[config.mk]
export PLATFORM = sky130hd
export DESIGN_NAME = delimited_text_cell_parser
export DESIGN_NICKNAME = d
export VERILOG_FILES = /design/src/csvp_pkg.sv /design/src/delimited_text_cell_parser.sv /design/src/csvp_ram.sv /design/src/csvp_front.sv /design/src/csvp_queue.sv /design/src/csvp_back.sv
export SDC_FILE = /design/constraint.sdc
export NUM_CORES = 1
export LEC_CHECK = 0
export ABC_AREA = 1
export ABC_CLOCK_PERIOD_IN_PS = 8950
export BUFFER_PORTS_ARGS = -buffer_cell sky130_fd_sc_hd__buf_2
export CORE_MARGIN = 2
export CORE_UTILIZATION = 50
export CTS_CLUSTER_DIAMETER = 120
export DETAILED_ROUTE_END_ITERATION = 12
export PLACE_DENSITY = 0.78
export SLEW_MARGIN = 20
export SYNTH_ARGS = -nofsm -noshare
export SYNTH_HDL_FRONTEND = slang
export SYNTH_SLANG_ARGS = --single-unit
[constraint.sdc]
create_clock -name clock -period 8.95 [get_ports clock]
set_clock_uncertainty 0.15 [all_clocks]
set_input_delay 1.3425 -clock clock [delete_from_list [all_inputs] [get_ports clock]]
set_output_delay 1.3425 -clock clock [all_outputs]
set_load 0.02 [all_outputs]
[src/csvp_pkg.sv]
// Shared types, constants and helpers for the delimited text cell parser.
package csvp_pkg;

   localparam int LEN_W = 7;

   localparam logic [7:0] CH_LF  = 8'h0A;
   localparam logic [7:0] CH_CR  = 8'h0D;
   localparam logic [7:0] CH_SP  = 8'h20;
   localparam logic [7:0] CH_TAB = 8'h09;

   localparam int FLAG_STRIP  = 0;
   localparam int FLAG_DQUOTE = 1;
   localparam int FLAG_HEADER = 2;
   localparam int FLAG_ERROR  = 3;

   typedef enum logic [2:0] {
      CSR_SEP,
      CSR_QUOTE,
      CSR_ESC,
      CSR_COMMENT,
      CSR_FLAGS,
      CSR_SKIP
   } csr_idx_type;

   // one entry of the front-to-back queue: a finished cell or a bad-record event
   typedef struct packed {
      logic             bad;
      logic             err;
      logic [LEN_W-1:0] lo;
      logic [LEN_W-1:0] hi;
      logic             rend;
      logic             hdr;
      logic             trunc;
      logic [7:0]       cell_num;
      logic [15:0]      row_num;
   } cmd_type;

   typedef struct packed {
      logic empty;
      logic full;
   } queue_status_type;

   function automatic logic is_space(input logic [7:0] c);
      return (c == CH_SP) || ((c >= 8'h09) && (c <= 8'h0D));
   endfunction

endpackage

[src/delimited_text_cell_parser.sv]
// Top level of the delimited text cell parser.
// Takes one byte a cycle while a cell is being collected. When a cell or row
// ends (or end of input follows a line end), the front hands a command to the
// back through a two-entry queue and holds req_stall high until the back has
// finished with it, since the next cell reuses the cell store. The back reads
// the store through a registered RAM port: IDLE takes the command, then each
// byte passes FETCH (read) and SHOW (output register, held by rsp_stall); an
// empty cell or bad-record event goes from IDLE to SHOW as one beat. Cells
// longer than CELL_BYTES lose the excess bytes and are flagged truncated. After
// a fatal bad record, bytes are still taken but produce nothing until reset.
module delimited_text_cell_parser #(
   parameter int CELL_BYTES = 64
) (
   input  logic        clock,
   input  logic        reset,
   input  logic        csr_we,
   input  logic [2:0]  csr_index,
   input  logic [15:0] csr_wdata,
   input  logic        req_valid,
   output logic        req_stall,
   input  logic [7:0]  req_in_byte,
   output logic        rsp_valid,
   input  logic        rsp_stall,
   output logic [7:0]  rsp_cell_byte,
   output logic        rsp_byte_valid,
   output logic        rsp_last_of_cell,
   output logic [7:0]  rsp_cell_number,
   output logic        rsp_row_end,
   output logic        rsp_header_row,
   output logic [15:0] rsp_row_number,
   output logic        rsp_cell_truncated,
   output logic        rsp_bad_record,
   output logic        rsp_parse_error
);
   import csvp_pkg::*;

   localparam int ADDR_W = (CELL_BYTES > 1) ? $clog2(CELL_BYTES) : 1;

   logic             push, pop, back_busy, wr_en;
   cmd_type          cmd_push, cmd_pop;
   queue_status_type q_stat;
   logic [ADDR_W-1:0] wr_addr, rd_addr;
   logic [7:0]       wr_data, rd_data;

   csvp_front #(.CELL_BYTES(CELL_BYTES), .ADDR_W(ADDR_W)) u_front (
      .clock       (clock),
      .reset       (reset),
      .csr_we      (csr_we),
      .csr_index   (csr_index),
      .csr_wdata   (csr_wdata),
      .req_valid   (req_valid),
      .busy        (!q_stat.empty || back_busy),
      .req_stall   (req_stall),
      .req_in_byte (req_in_byte),
      .push        (push),
      .cmd         (cmd_push),
      .wr_en       (wr_en),
      .wr_addr     (wr_addr),
      .wr_data     (wr_data)
   );

   csvp_ram #(.WIDTH(8), .DEPTH(CELL_BYTES), .ADDR_W(ADDR_W)) u_store (
      .clock   (clock),
      .wr_en   (wr_en),
      .wr_addr (wr_addr),
      .wr_data (wr_data),
      .rd_addr (rd_addr),
      .rd_data (rd_data)
   );

   csvp_queue u_queue (
      .clock   (clock),
      .reset   (reset),
      .push    (push),
      .cmd_in  (cmd_push),
      .pop     (pop),
      .cmd_out (cmd_pop),
      .status  (q_stat)
   );

   csvp_back #(.CELL_BYTES(CELL_BYTES), .ADDR_W(ADDR_W)) u_back (
      .clock              (clock),
      .reset              (reset),
      .q_valid            (!q_stat.empty),
      .q_cmd              (cmd_pop),
      .q_pop              (pop),
      .rd_addr            (rd_addr),
      .rd_data            (rd_data),
      .busy               (back_busy),
      .rsp_valid          (rsp_valid),
      .rsp_stall          (rsp_stall),
      .rsp_cell_byte      (rsp_cell_byte),
      .rsp_byte_valid     (rsp_byte_valid),
      .rsp_last_of_cell   (rsp_last_of_cell),
      .rsp_cell_number    (rsp_cell_number),
      .rsp_row_end        (rsp_row_end),
      .rsp_header_row     (rsp_header_row),
      .rsp_row_number     (rsp_row_number),
      .rsp_cell_truncated (rsp_cell_truncated),
      .rsp_bad_record     (rsp_bad_record),
      .rsp_parse_error    (rsp_parse_error)
   );

   // the store is never rewritten while a cell is still queued or being read
   a_push_when_empty: assert property (@(posedge clock) disable iff (reset)
      push |-> (q_stat.empty && !back_busy))
      else $error("command pushed while back end busy");

   a_store_quiet: assert property (@(posedge clock) disable iff (reset)
      wr_en |-> (q_stat.empty && !back_busy))
      else $error("cell store written during emission");

   a_bad_beat: assert property (@(posedge clock) disable iff (reset)
      (rsp_valid && rsp_bad_record) |-> (!rsp_byte_valid && !rsp_last_of_cell))
      else $error("bad-record beat carries cell data");

   a_empty_last: assert property (@(posedge clock) disable iff (reset)
      (rsp_valid && !rsp_byte_valid && !rsp_bad_record) |-> rsp_last_of_cell)
      else $error("empty cell beat not marked last");

   a_err_bad: assert property (@(posedge clock) disable iff (reset)
      (rsp_valid && rsp_parse_error) |-> rsp_bad_record)
      else $error("parse error without bad record");

endmodule

[src/csvp_ram.sv]
// Generic single-port-write, registered-read RAM.
module csvp_ram #(
   parameter int WIDTH  = 8,
   parameter int DEPTH  = 64,
   parameter int ADDR_W = (DEPTH > 1) ? $clog2(DEPTH) : 1
) (
   input  logic              clock,
   input  logic              wr_en,
   input  logic [ADDR_W-1:0] wr_addr,
   input  logic [WIDTH-1:0]  wr_data,
   input  logic [ADDR_W-1:0] rd_addr,
   output logic [WIDTH-1:0]  rd_data
);

   logic [WIDTH-1:0] mem [DEPTH];
   logic [WIDTH-1:0] rd_data_ff;

   always_ff @(posedge clock) begin
      if (wr_en) begin
         mem[wr_addr] <= wr_data;
      end
      rd_data_ff <= mem[rd_addr];
   end

   assign rd_data = rd_data_ff;

endmodule

[src/csvp_front.sv]
// Parser front: configuration registers, byte classification, cell store writes.
module csvp_front #(
   parameter int CELL_BYTES = 64,
   parameter int ADDR_W     = (CELL_BYTES > 1) ? $clog2(CELL_BYTES) : 1
) (
   input  logic                 clock,
   input  logic                 reset,
   input  logic                 csr_we,
   input  logic [2:0]           csr_index,
   input  logic [15:0]          csr_wdata,
   input  logic                 req_valid,
   input  logic                 busy,
   output logic                 req_stall,
   input  logic [7:0]           req_in_byte,
   output logic                 push,
   output csvp_pkg::cmd_type    cmd,
   output logic                 wr_en,
   output logic [ADDR_W-1:0]    wr_addr,
   output logic [7:0]           wr_data
);
   import csvp_pkg::*;

   typedef enum logic [3:0] {
      PARSE_START, ROW_START, EOL, ESC_EOL, CELL_START,
      IN_CELL, ESC_CELL, QUOTED, ESC_QUOTED, QUOTE_QUOTED
   } pstate_type;

   logic [7:0]  sep_ff, quote_ff, esc_ff, comment_byte_ff;
   logic [3:0]  flags_ff;
   logic [15:0] skip_cfg_ff;

   pstate_type       st_ff, st_in;
   logic [LEN_W-1:0] len_ff, len_in, first_ff, first_in, last_ff, last_in;
   logic             have_ff, have_in, ovf_ff, ovf_in;
   logic [7:0]       pos_ff, pos_in;
   logic [15:0]      rows_ff, rows_in, skip_ff, skip_in;
   logic             comment_ff, comment_in, has_ff, has_in, stopped_ff, stopped_in;

   logic             accept;
   logic [7:0]       c;
   logic             eol, nul, q_hit, e_hit;
   pstate_type       st;
   logic             go_rs, go_cs, go_ic, do_add, do_emit, emit_rend, do_finish, do_bad;
   logic [7:0]       add_val;
   logic             suppress;

   assign req_stall = busy;
   assign accept    = req_valid && !busy;
   assign c         = req_in_byte;
   assign eol       = (c == CH_LF) || (c == CH_CR);
   assign nul       = (c == 8'd0);
   assign q_hit     = (quote_ff != 8'd0) && (c == quote_ff);
   assign e_hit     = (esc_ff != 8'd0) && (c == esc_ff);

   always_comb begin
      st_in      = st_ff;
      len_in     = len_ff;
      first_in   = first_ff;
      last_in    = last_ff;
      have_in    = have_ff;
      ovf_in     = ovf_ff;
      pos_in     = pos_ff;
      rows_in    = rows_ff;
      skip_in    = skip_ff;
      comment_in = comment_ff;
      has_in     = has_ff;
      stopped_in = stopped_ff;
      go_rs      = 1'b0;
      go_cs      = 1'b0;
      go_ic      = 1'b0;
      do_add     = 1'b0;
      add_val    = c;
      do_emit    = 1'b0;
      emit_rend  = 1'b0;
      do_finish  = 1'b0;
      do_bad     = 1'b0;
      st         = st_ff;
      wr_en      = 1'b0;
      wr_addr    = len_ff[ADDR_W-1:0];
      push       = 1'b0;
      cmd        = '0;

      if (st_ff == PARSE_START) begin
         rows_in = 16'd1;
         skip_in = skip_cfg_ff;
         st      = ROW_START;
         st_in   = ROW_START;
      end

      case (st)
         ROW_START: go_rs = 1'b1;
         EOL: begin
            if (eol) begin
            end else if (!nul) begin
               st_in = ROW_START;
               go_rs = 1'b1;
            end else begin
               do_bad = 1'b1;
            end
         end
         CELL_START: go_cs = 1'b1;
         ESC_CELL: begin
            do_add  = 1'b1;
            add_val = nul ? CH_LF : c;
            st_in   = eol ? ESC_EOL : IN_CELL;
         end
         ESC_EOL: go_ic = !nul;
         IN_CELL: go_ic = 1'b1;
         QUOTED: begin
            if (nul) begin
            end else if (e_hit) begin
               st_in = ESC_QUOTED;
            end else if (q_hit) begin
               st_in = flags_ff[FLAG_DQUOTE] ? QUOTE_QUOTED : IN_CELL;
            end else begin
               do_add = 1'b1;
            end
         end
         ESC_QUOTED: begin
            do_add  = 1'b1;
            add_val = nul ? CH_LF : c;
            st_in   = QUOTED;
         end
         QUOTE_QUOTED: begin
            if (q_hit) begin
               do_add = 1'b1;
               st_in  = QUOTED;
            end else if (c == sep_ff) begin
               st_in   = CELL_START;
               do_emit = 1'b1;
            end else if (eol || nul) begin
               do_finish = 1'b1;
            end else begin
               do_add = 1'b1;
               st_in  = IN_CELL;
            end
         end
         default: st_in = ROW_START;
      endcase

      if (go_rs) begin
         if (nul) begin
         end else if (eol) begin
            st_in = EOL;
         end else begin
            if (!has_in) begin
               has_in     = 1'b1;
               comment_in = (comment_byte_ff != 8'd0) && (c == comment_byte_ff);
            end
            st_in = CELL_START;
            go_cs = 1'b1;
         end
      end

      if (go_cs) begin
         if (eol || nul) begin
            do_finish = 1'b1;
         end else if (q_hit) begin
            st_in = QUOTED;
         end else if (e_hit) begin
            st_in = ESC_CELL;
         end else if (((c == CH_SP) || (c == CH_TAB)) && flags_ff[FLAG_STRIP]) begin
         end else if (c == sep_ff) begin
            do_emit = 1'b1;
         end else begin
            do_add = 1'b1;
            st_in  = IN_CELL;
         end
      end

      if (go_ic) begin
         if (eol || nul) begin
            do_finish = 1'b1;
         end else if (e_hit) begin
            st_in = ESC_CELL;
         end else if (c == sep_ff) begin
            st_in   = CELL_START;
            do_emit = 1'b1;
         end else begin
            do_add = 1'b1;
         end
      end

      if (do_finish) begin
         do_emit   = 1'b1;
         emit_rend = 1'b1;
      end

      // stripped bounds come from running first/last non-space marks
      suppress = (skip_in != 16'd0) || comment_in;

      if (do_add) begin
         if (len_ff < LEN_W'(CELL_BYTES)) begin
            wr_en  = accept && !stopped_ff;
            len_in = len_ff + LEN_W'(1);
            if (!is_space(add_val)) begin
               if (!have_ff) begin
                  first_in = len_ff;
               end
               have_in = 1'b1;
               last_in = len_ff + LEN_W'(1);
            end
         end else begin
            ovf_in = 1'b1;
         end
      end

      if (do_emit) begin
         cmd.rend     = emit_rend;
         cmd.hdr      = (rows_in == 16'd1) && flags_ff[FLAG_HEADER];
         cmd.trunc    = ovf_ff;
         cmd.cell_num = pos_ff;
         cmd.row_num  = rows_in;
         if (flags_ff[FLAG_STRIP]) begin
            cmd.lo = have_ff ? first_ff : '0;
            cmd.hi = have_ff ? last_ff : '0;
         end else begin
            cmd.lo = '0;
            cmd.hi = len_ff;
         end
         push     = !suppress;
         pos_in   = (pos_ff == 8'hFF) ? pos_ff : pos_ff + 8'd1;
         len_in   = '0;
         ovf_in   = 1'b0;
         have_in  = 1'b0;
      end

      if (do_finish) begin
         if (skip_in != 16'd0) begin
            skip_in = skip_in - 16'd1;
         end else if (!comment_in && (rows_in != 16'hFFFF)) begin
            rows_in = rows_in + 16'd1;
         end
         pos_in     = '0;
         comment_in = 1'b0;
         has_in     = 1'b0;
         st_in      = nul ? ROW_START : EOL;
      end

      if (do_bad) begin
         cmd         = '0;
         cmd.bad     = 1'b1;
         cmd.err     = flags_ff[FLAG_ERROR];
         cmd.row_num = rows_in;
         push        = 1'b1;
         stopped_in  = flags_ff[FLAG_ERROR];
      end

      push    = push && accept && !stopped_ff;
      wr_data = add_val;
   end

   always_ff @(posedge clock) begin
      if (reset) begin
         sep_ff          <= 8'd44;
         quote_ff        <= 8'd34;
         esc_ff          <= 8'd0;
         comment_byte_ff <= 8'd0;
         flags_ff        <= 4'd2;
         skip_cfg_ff     <= 16'd0;
         st_ff           <= PARSE_START;
         len_ff          <= '0;
         first_ff        <= '0;
         last_ff         <= '0;
         have_ff         <= 1'b0;
         ovf_ff          <= 1'b0;
         pos_ff          <= '0;
         rows_ff         <= 16'd1;
         skip_ff         <= '0;
         comment_ff      <= 1'b0;
         has_ff          <= 1'b0;
         stopped_ff      <= 1'b0;
      end else begin
         if (csr_we) begin
            case (csr_index)
               CSR_SEP:     sep_ff          <= csr_wdata[7:0];
               CSR_QUOTE:   quote_ff        <= csr_wdata[7:0];
               CSR_ESC:     esc_ff          <= csr_wdata[7:0];
               CSR_COMMENT: comment_byte_ff <= csr_wdata[7:0];
               CSR_FLAGS:   flags_ff        <= csr_wdata[3:0];
               CSR_SKIP:    skip_cfg_ff     <= csr_wdata;
               default: ;
            endcase
         end
         if (accept && !stopped_ff) begin
            st_ff      <= st_in;
            len_ff     <= len_in;
            first_ff   <= first_in;
            last_ff    <= last_in;
            have_ff    <= have_in;
            ovf_ff     <= ovf_in;
            pos_ff     <= pos_in;
            rows_ff    <= rows_in;
            skip_ff    <= skip_in;
            comment_ff <= comment_in;
            has_ff     <= has_in;
            stopped_ff <= stopped_in;
         end
      end
   end

endmodule

[src/csvp_queue.sv]
// Two-entry queue carrying cell and event commands from front to back.
module csvp_queue (
   input  logic                      clock,
   input  logic                      reset,
   input  logic                      push,
   input  csvp_pkg::cmd_type         cmd_in,
   input  logic                      pop,
   output csvp_pkg::cmd_type         cmd_out,
   output csvp_pkg::queue_status_type status
);
   import csvp_pkg::*;

   cmd_type    entry_ff [2];
   logic       wr_ptr_ff, rd_ptr_ff;
   logic [1:0] count_ff;

   always_ff @(posedge clock) begin
      if (push && (count_ff != 2'd2)) begin
         entry_ff[wr_ptr_ff] <= cmd_in;
      end
   end

   always_ff @(posedge clock) begin
      if (reset) begin
         wr_ptr_ff <= 1'b0;
         rd_ptr_ff <= 1'b0;
         count_ff  <= '0;
      end else begin
         if (push && (count_ff != 2'd2)) begin
            wr_ptr_ff <= !wr_ptr_ff;
         end
         if (pop && (count_ff != 2'd0)) begin
            rd_ptr_ff <= !rd_ptr_ff;
         end
         case ({push && (count_ff != 2'd2), pop && (count_ff != 2'd0)})
            2'b10:   count_ff <= count_ff + 2'd1;
            2'b01:   count_ff <= count_ff - 2'd1;
            default: count_ff <= count_ff;
         endcase
      end
   end

   assign cmd_out      = entry_ff[rd_ptr_ff];
   assign status.empty = (count_ff == 2'd0);
   assign status.full  = (count_ff == 2'd2);

endmodule

[src/csvp_back.sv]
// Emitter back: walks the cell store and drives the result register.
module csvp_back #(
   parameter int CELL_BYTES = 64,
   parameter int ADDR_W     = (CELL_BYTES > 1) ? $clog2(CELL_BYTES) : 1
) (
   input  logic              clock,
   input  logic              reset,
   input  logic              q_valid,
   input  csvp_pkg::cmd_type q_cmd,
   output logic              q_pop,
   output logic [ADDR_W-1:0] rd_addr,
   input  logic [7:0]        rd_data,
   output logic              busy,
   output logic              rsp_valid,
   input  logic              rsp_stall,
   output logic [7:0]        rsp_cell_byte,
   output logic              rsp_byte_valid,
   output logic              rsp_last_of_cell,
   output logic [7:0]        rsp_cell_number,
   output logic              rsp_row_end,
   output logic              rsp_header_row,
   output logic [15:0]       rsp_row_number,
   output logic              rsp_cell_truncated,
   output logic              rsp_bad_record,
   output logic              rsp_parse_error
);
   import csvp_pkg::*;

   typedef enum logic [1:0] {IDLE, FETCH, SHOW} bstate_type;

   bstate_type       st_ff;
   cmd_type          cmd_ff;
   logic [LEN_W-1:0] cur_ff, cur_in;
   logic             fin_ff, valid_ff;
   logic [7:0]       byte_ff, cnum_ff;
   logic             bv_ff, last_ff, rend_ff, hdr_ff, trunc_ff, bad_ff, err_ff;
   logic [15:0]      rnum_ff;

   always_comb begin
      q_pop  = (st_ff == IDLE) && q_valid;
      cur_in = cur_ff;
      if (q_pop) begin
         cur_in = q_cmd.lo;
      end else if ((st_ff == SHOW) && !rsp_stall && !fin_ff) begin
         cur_in = cur_ff + LEN_W'(1);
      end
   end

   // read address runs one step ahead so data is there in FETCH
   assign rd_addr = cur_in[ADDR_W-1:0];
   assign busy    = (st_ff != IDLE);

   always_ff @(posedge clock) begin
      cur_ff <= cur_in;
      if (reset) begin
         st_ff    <= IDLE;
         valid_ff <= 1'b0;
         fin_ff   <= 1'b0;
      end else begin
         case (st_ff)
            IDLE: begin
               if (q_valid) begin
                  cmd_ff   <= q_cmd;
                  cnum_ff  <= q_cmd.cell_num;
                  rend_ff  <= q_cmd.rend;
                  hdr_ff   <= q_cmd.hdr;
                  rnum_ff  <= q_cmd.row_num;
                  trunc_ff <= q_cmd.trunc;
                  bad_ff   <= q_cmd.bad;
                  err_ff   <= q_cmd.err;
                  if (q_cmd.bad || (q_cmd.lo == q_cmd.hi)) begin
                     byte_ff  <= 8'd0;
                     bv_ff    <= 1'b0;
                     last_ff  <= !q_cmd.bad;
                     fin_ff   <= 1'b1;
                     valid_ff <= 1'b1;
                     st_ff    <= SHOW;
                  end else begin
                     st_ff <= FETCH;
                  end
               end
            end
            FETCH: begin
               byte_ff  <= rd_data;
               bv_ff    <= 1'b1;
               last_ff  <= (cur_ff + LEN_W'(1)) == cmd_ff.hi;
               fin_ff   <= (cur_ff + LEN_W'(1)) == cmd_ff.hi;
               valid_ff <= 1'b1;
               st_ff    <= SHOW;
            end
            SHOW: begin
               if (!rsp_stall) begin
                  valid_ff <= 1'b0;
                  st_ff    <= fin_ff ? IDLE : FETCH;
               end
            end
            default: st_ff <= IDLE;
         endcase
      end
   end

   assign rsp_valid          = valid_ff;
   assign rsp_cell_byte      = byte_ff;
   assign rsp_byte_valid     = bv_ff;
   assign rsp_last_of_cell   = last_ff;
   assign rsp_cell_number    = cnum_ff;
   assign rsp_row_end        = rend_ff;
   assign rsp_header_row     = hdr_ff;
   assign rsp_row_number     = rnum_ff;
   assign rsp_cell_truncated = trunc_ff;
   assign rsp_bad_record     = bad_ff;
   assign rsp_parse_error    = err_ff;

endmodule

==> flow_summary.yaml <==
run_status:
  status: "finished clean"
finish:
  drive_gt1_share_pct: 8.04
  nNetsFinal: 3941
  area_growth_pct: 10.1
  final_common_cell: "nand2_1"
  final_core_util_pct: 55.8
  layout_common_cells: "nand2_1 (946), edfxtp_1 (645), inv_1 (565)"
  diodes: 0
power:
  power_frac_clock_pct: 26.2
  combPwrFrac_pct: 39.8
  switchingPower_uw: 5200
  seq_power_share_pct: 34.1
  p_sw_share_pct: 41.0
  leakage_uw: 0.0164
  ir_worst_vdd_v: 0.000327
  intPower_uw: 7480
  power.density_mw_per_mm2: 317
global_routing:
  grt_pass1_vias: 26100
  grt_usage_pct: 23.5
  antenna_found_initial: 0
  overflow: 0
  grt_pass1_wl_um: 139000
  grt_max_degree: 177
timing:
  relSlewSlack_pct: 27.3
  hold_violations: 0
  grt_setup_unrepaired: "no"
  min_period_over_period_pct: 61.0
  worstMarginPinSlew_ns: 1.09
  fin_crit_ns: 5.46
  slew_violations: 0
  max_freq_ghz: 0.183
  setup_violations: 0
  setup_tns_ns: 0
logic_synthesis:
  synth_seq_area_share_pct: 61.2
  syn_nets: 3953
  yosys_warnings: 0
  ys_seq_elements: 790
  syn_area_per_cell_um2: 9.29
  synth_top_area_share_pct: 53.3
  synth_compound_area_share_pct: 4.08
  syn_inst: 3914
  yosysTopAreaCell: "edfxtp_1"
  synth_fa_ha_area_share_pct: 0.241
  synth_top_family_by_area: "simple AND/OR/NAND/NOR gates"
  netlist_area_mm2: 0.0364
  synthSimpleGateAreaFrac_pct: 24.9
  synth_xor_area_share_pct: 1.01
  synth_mux_area_share_pct: 0.0550
  ys_types: 48
  yosys-top-cells-area: "edfxtp_1 (53%), nand2_1 (9.8%), dfxtp_1 (8.0%)"
drt:
  via_per_inst: 5.54
  avgRoutedWirePerCell_um: 17.8
  wl_um: 87800
  drtAntennaViolNets: 0
  dr.first_iter.drc_count: 3043
  drc: 0
  dr_total_vias: 27200
  firstDrtPassIters: 6
clock_network:
  cts_hold_buf: 0
  cts_tree: "yes"
  root_buffer: "clkbuf_16"
  insertion_delay_ns: 0.64
  clkSlewWorstSetupHoldPaths_ns: 0.06
  cts.sinks: 790
  cts_max_level: 3
  cts_resized: 0
  cts_buffers: 81
  cts_buffer_depth: 3
  postCtsSetupRepairBufs: 0
critical_path:
  end_kind: "flop"
  crit_arrival_ns: 5.60
  crit_type: "primary input to flop"
  crit_path_start_kind: "primary input"
  critPathMaxFanout: 37
  required_ns: 9.09
floorplanning:
  start_util_pct: 50.7
  dieHeight_um: 274
  ios: 73
  coreArea_mm2: 0.0717
  fp-row-count: 98
  dieArea_mm2: 0.0749
  dieWidth_um: 274
placement:
  hpwl_um: 51800
  routabilityCongestion: 0.915
  io_buffer_count: 72
run:
  maxCapViolations: 0
worst_hold_path:
  worstHoldPathType: "flop to flop"
-- per-stage QoR --
step	area, um^2	total power, uW	cells	hold WS [ns]	worst slack, ns
2_1_floorplan	36400	7920	3914	0.275	3.70
4_1_cts	40000	12600	4919	0.303	3.54
3_3_place_gp	37400	9220	4769	0.284	3.00
6_report	40000	12700	4919	0.299	3.49
3_5_place_dp	37400	9300	4769	0.294	2.91
5_1_grt	40000	13400	4919	0.326	3.08
-- flip-flops by register name, summed over array words and instances, names as in the netlist, 8 cells and up, named ones only --
name	cells
u_front.comment_byte_ff	8
u_front.rows_ff	16
u_front.skip_ff	16
u_back.rsp_cell_number	8
u_back.rsp_row_number	16
u_back.rsp_cell_byte	8
u_store.mem	512
u_front.sep_ff	8
u_front.pos_ff	8
u_queue.entry_ff	86
u_front.esc_ff	8
u_front.quote_ff	8
u_front.skip_cfg_ff	16
u_store.rd_data	8
-- layout make-up --
| cell class | instances | area, um^2 |
|---|---|---|
| Tap cell | 950 | 1190 |
| Timing Repair Buffer | 111 | 666 |
| Inverter | 585 | 2200 |
| Clock buffer | 105 | 2200 |
| Sequential cell | 790 | 22300 |
| Fill cell | 5945 | 31700 |
| Multi-Input combinational cell | 2333 | 11100 |
| Clock inverter | 45 | 423 |
-- power groups by stage --
stage	Sequential (uW)	Clock [uW]	Combinational, uW
after floorplan	4380	0	3540
after global placement	4390	0	4830
after detailed placement	4390	0	4900
after CTS	4320	3350	4950
after global routing	4340	3480	5540
final	4320	3320	5040
-- routing by layer --
| metal | share of wire, % | track usage (%) |
|---|---|---|
| met1 | 41 | 32.3 |
| met3 | 9.7 | 4.29 |
| met5 | 0 | 0 |
| met2 | 46 | 37.5 |
| met4 | 3.2 | 8.28 |
-- kinds of logic after synthesis --
| logic type | count (synthesis) |
|---|---|
| buffers and inverters | 791 |
| DFF | 790 |
| adders and majority gates | 7 |
| muxes | 2 |
| xor gates and xnor gates | 42 |
| and+or+nand+nor | 2017 |
| AOI/OAI and AO/OA | 265 |
-- worst max-delay path, stage by stage --
cell     delay (ns)
buf_2          0.65
buf_4          0.52
inv_2          0.11
nand2_1        0.12
nor2_2         0.08
nand2_2        0.13
nand2_4        0.09
inv_2          0.10
nand2_1        0.34
nor3_1         0.34
nor2_1         0.08
nand2_2        0.29
nand2_1        0.10
nand2_1        0.11
nand3_1        0.10
inv_1          0.60
buf_4          0.44
-- Yosys cell counts (all sizes together) --
cell type / count
nand3b: 3
or2: 2
clkinv: 4
o21ai: 118
a31o: 1
a22oi: 8
buf: 82
clkbuf: 124
xor2: 28
o21bai: 1
a31oi: 1
nor4: 5
a21oi: 105
ha: 7
a21boi: 1
o22ai: 3
mux2i: 2
o31ai: 1
nor3: 24
nand3: 517
inv: 581
dfxtp: 145
nor2: 299
o211ai: 22
a211oi: 1
edfxtp: 645
o21a: 2
a21o: 1
xnor2: 14
nand4: 202
nand2: 965
-- path summary, 6_finish.rpt --
check                           depth (start not counted)                              from  slack (ns)                                end
worst min-delay path                                    2  u_front.first_ff[6]$_SDFFE_PP0P_        0.30   u_front.first_ff[6]$_SDFFE_PP0P_
worst max register to register                         17  u_queue.count_ff[0]$_SDFFE_PP0P_        4.45         u_store.rd_data[3]$_DFF_P_
worst min register to register                          2  u_front.first_ff[6]$_SDFFE_PP0P_        0.30   u_front.first_ff[6]$_SDFFE_PP0P_
worst max-delay path                                   17                    req_in_byte[7]        3.49  u_queue.entry_ff[1][36]$_DFFE_PP_
Power figures use the tool's default switching activity.
